### src/hw/rtl/bsc_div.sv
// Pipelined unsigned restoring divider, one quotient bit per stage.
module bsc_div #(
    parameter int W  = 32,
    parameter int SW = 1
) (
    input  logic          clk,
    input  logic          rst_n,
    input  logic          in_valid,
    input  logic [W-1:0]  in_num,
    input  logic [W-1:0]  in_den,
    input  logic [SW-1:0] in_side,
    output logic          out_valid,
    output logic [W-1:0]  out_quo,
    output logic [SW-1:0] out_side
);

    logic          vld_reg  [W];
    logic [W-1:0]  num_reg  [W];
    logic [W-1:0]  rem_reg  [W];
    logic [W-1:0]  den_reg  [W];
    logic [SW-1:0] side_reg [W];

    for (genvar i = 0; i < W; i++)
    begin : g_stage
        logic          vld_in;
        logic [W-1:0]  num_in;
        logic [W-1:0]  rem_in;
        logic [W-1:0]  den_in;
        logic [SW-1:0] side_in;
        logic [W:0]    trial;

        if (i == 0)
        begin : g_first
            assign vld_in  = in_valid;
            assign num_in  = in_num;
            assign rem_in  = '0;
            assign den_in  = in_den;
            assign side_in = in_side;
        end
        else
        begin : g_rest
            assign vld_in  = vld_reg[i-1];
            assign num_in  = num_reg[i-1];
            assign rem_in  = rem_reg[i-1];
            assign den_in  = den_reg[i-1];
            assign side_in = side_reg[i-1];
        end

        assign trial = {rem_in, num_in[W-1]} - {1'b0, den_in};

        always_ff @(posedge clk or negedge rst_n)
        begin
            if (!rst_n)
            begin
                vld_reg[i] <= 1'b0;
            end
            else
            begin
                vld_reg[i] <= vld_in;
            end
        end

        // Keep the shifted partial remainder when the trial borrows.
        always_ff @(posedge clk)
        begin
            rem_reg[i]  <= trial[W] ? {rem_in[W-2:0], num_in[W-1]} : trial[W-1:0];
            num_reg[i]  <= {num_in[W-2:0], ~trial[W]};
            den_reg[i]  <= den_in;
            side_reg[i] <= side_in;
        end
    end

    assign out_valid = vld_reg[W-1];
    assign out_quo   = num_reg[W-1];
    assign out_side  = side_reg[W-1];

endmodule

### config.mk
export PLATFORM = sky130hd
export DESIGN_NAME = bsc_div
export DESIGN_NICKNAME = d
export VERILOG_FILES = /design/src/hw/rtl/bsc_div.sv
export SDC_FILE = /design/constraint.sdc
export NUM_CORES = 2
export LEC_CHECK = 0
export CORE_UTILIZATION = 61
export DETAILED_ROUTE_END_ITERATION = 10
export DONT_BUFFER_PORTS = 1
export PLACE_DENSITY_LB_ADDON = 0.05
export SLEW_MARGIN = 10
export SYNTH_ARGS = -nofsm -noshare
export SYNTH_HDL_FRONTEND = slang
export SYNTH_SLANG_ARGS = --single-unit
### constraint.sdc
create_clock -name clk -period 4.6 [get_ports clk]
set_clock_uncertainty 0.05 [all_clocks]
set_input_delay 0.92 -clock clk [delete_from_list [all_inputs] [get_ports clk]]
set_output_delay 0.92 -clock clk [all_outputs]
set_load 0.01 [all_outputs]
==> impl_metrics.tcl <==
set metrics [dict create \
    worst_pin_slew_ns 1.135 \
    synth_flop_cell "dfxtp_1" \
    drive_gt1_share_pct 11.04 \
    htree_levels 5 \
    min_period_ns 4.356 \
    antenna_found_initial 4 \
    max_freq_mhz 229.6 \
    grt_pass1_vias 83340 \
    ys_types 97 \
    yosys_warnings 0 \
    syn_inst 12050 \
    async_flop_share_pct 1.042 \
    detail-route-antenna-nets 0 \
    grt_setup_unrepaired "false" \
    largest_reg_flops 1024 \
    die_w_um 453.0 \
    wire_per_inst_um 17.82 \
    drt_first_pass_iters 6 \
    nets 13360 \
    power_density_mw_per_mm2 864.8 \
    slew_headroom_pct 24.31 \
    finalNonFillerCells 15180 \
    multi_input_area_mm2 0.05707 \
    vias_per_cell 5.504 \
    postSynthAreaPerCell_um2 10.30 \
    hold_ws_ns 0.1060 \
    cts_sinks 3072 \
    clockBufferDepth 4 \
    numCtsBuffers 318 \
    yosysSeqAreaShare_pct 49.69 \
    nFillCells 15290 \
    io_buffers 0 \
    die_h_um 453.0 \
    startpoint_type "register" \
    finalHoldViolations 0 \
    cts_root_buf "clkbuf_16" \
    placed_cell_area_mm2 0.1274 \
    final_area_mm2 0.1389 \
    io_pins 102 \
    crit_arrival_ns 5.09 \
    drc 0 \
    drv_cap 0 \
    status "finished, final reports clean" \
    cts_tree "done" \
    critPathKind "reg -> reg" \
    setup_violations 0 \
    track_usage_pct 25.84 \
    core_mm2 0.2021 \
    vias 83570 \
    num_rows 165 \
    clkTransAtPathRegs_ns 0.06 \
    hold_class "in -> reg" \
    ir_drop_mv 0.7784 \
    place_congestion 0.9313 \
    synth-edff-count 0 \
    grt.overflow.total 0 \
    grt_max_degree 64 \
    area_growth_pct 11.96 \
    grt_pass1_wl_mm 430.0 \
    synth_area_mm2 0.1241 \
    dp_hpwl_mm 205.8 \
    register_area_mm2 0.06166 \
    setup_tns_ns 0 \
    cp.required_ns 5.34 \
    drt-total-wl_mm 270.6 \
    p_leak_nw 64.45 \
    layout_common_cells "dfxtp_1, inv_1, ha_1" \
    die_area_mm2 0.2052 \
    drv_slew 0 \
    drtIter0Drc 4650 \
    start_util_pct 61.40 \
    dpl.cell_count 14550 \
    critPathMaxFanout 33 \
    clk_latency_ns 0.94 \
    end_kind "register" \
    period_share_pct 94.69 \
    ys_ff_latch 3072 \
    final_common_cell "dfxtp_1" \
]
final timing paths:
path | to | from | cells after the start | slack (ns)
max | rem_reg[1][103] | num_reg[2][95] | 16 | 0.24
min | rem_reg[0][3] | in_den[1] | 1 | 0.11
max reg2reg | rem_reg[1][103] | num_reg[2][95] | 16 | 0.24
min reg2reg | num_reg[1][242] | num_reg[1][209] | 0 | 0.23
max in group asynchronous | g_stage[13].vld_in | rst_n | 2 | 3.93
min in group asynchronous | g_stage[31].vld_in | rst_n | 2 | 0.40
cell usage after synthesis, types with 18 or more instances:
cell type / n / area (µm²)
dfxtp_1: 3040 / 60860
inv_1: 1223 / 4591
ha_1: 993 / 12420
a21oi_1: 841 / 4209
mux2_2: 655 / 7376
o21ai_0: 654 / 3273
nand2_1: 626 / 2350
xnor2_1: 503 / 4405
nor2_1: 501 / 1881
a21o_1: 455 / 3416
xor2_1: 305 / 2671
nand3_1: 170 / 850.8
clkbuf_1: 169 / 634.4
nor2b_1: 148 / 925.9
o21a_1: 134 / 1006
nand2b_1: 121 / 757.0
a31oi_1: 105 / 656.9
nor3_1: 100 / 500.5
nand4_1: 94 / 588.1
and3_1: 87 / 544.3
o21bai_1: 70 / 525.5
mux2i_1: 68 / 680.7
o31ai_1: 58 / 435.4
a211oi_1: 57 / 427.9
buf_2: 57 / 285.3
and2_1: 55 / 344.1
o211ai_1: 49 / 367.9
a21boi_0: 46 / 345.3
or3_1: 44 / 275.3
dfrtp_1: 32 / 800.8
o31a_1: 31 / 271.5
a211o_1: 30 / 262.8
fa_1: 30 / 600.6
mux2_4: 27 / 405.4
or2_2: 26 / 162.7
nor4_1: 24 / 150.1
o21ai_1: 23 / 115.1
a221o_1: 21 / 210.2
a41oi_1: 21 / 183.9
a221oi_1: 20 / 175.2
and4_1: 19 / 166.4
nor3b_1: 19 / 142.6
o221ai_1: 19 / 166.4
o2111a_1: 18 / 202.7
area by class of cell:
type / count / share of cell area (%)
Sequential cell: 3072 / 44.38
Multi-Input combinational cell: 7512 / 41.07
Clock buffer: 424 / 6.553
Inverter: 1223 / 3.304
Tap cell: 2672 / 2.406
Clock inverter: 133 / 1.207
Timing Repair Buffer: 144 / 1.068
Antenna cell: 4 / 0.007205
metal layers:
metal,global-route usage [%],routed length (µm),vias up,share of wire (%)
li1,-,-,41960,-
met1,29.25,110800,39160,41
met2,48.01,138700,1741,51
met3,3.150,8844,712,3.3
met4,11.78,12320,2,4.6
met5,0,13,-,0.0048
what timing repair did:
| item | 4_1_cts | 5_1_grt |
|---|---|---|
| hold buffers | 67 | 0 |
| resized for setup | 0 | 2 |
| setup endpoints to repair | 0 | 9 |
| hold endpoints to repair | 97 | 0 |
| buffers inserted | 0 | 5 |
critical path, cell delays in order, from the launching register on:
cell and delay, ns:
dfxtp_1 0.30, inv_1 0.04, ha_1 0.22, fa_1 0.39, nand2b_1 0.16, a21boi_0 0.25
o21ai_0 0.19, a2111oi_0 0.68, buf_4 0.23, o21a_1 0.20, o211ai_1 0.10, a32o_1 0.27
o21ai_0 0.18, a21oi_1 0.17, xnor2_4 0.18, buf_12 0.23, mux2_2 0.37
power breakdown:
part | internal [W] | leakage, nW | switching, W | total (W)
Sequential | 0.0347 | 26.0 | 0.00496 | 0.0397
Clock | 0.0158 | 5.30 | 0.0103 | 0.0261
Combinational | 0.0264 | 33.2 | 0.0279 | 0.0543
Total | 0.0770 | 64.5 | 0.0431 | 0.120
kinds of logic (layout without fill, tap and decap cells):
family,count (synthesis),count (layout),share of synthesized area (%)
DFF,3072,3072,49.69
AOI/OAI and AO/OA,2828,2828,14.47
and+or+nand+nor,2070,2070,8.000
buffers and inverters,1478,1924,4.617
adders and majority gates,1023,1023,10.50
xor gates and xnor gates,819,820,5.847
muxes,756,756,6.874
other,1,19,0.003022
through the flow:
step                setup WS (ns)  power (W)  util [%]
CTS                        0.1870     0.1207     68.70
finish                     0.2443     0.1201     68.74
floorplan                  0.9828    0.08103         -
global route             0.008734     0.1283     68.74
global placement           0.2703    0.09283     63.03
detailed placement         0.2728    0.09386     63.03
Note: power is estimated with default switching activity, not from simulation.
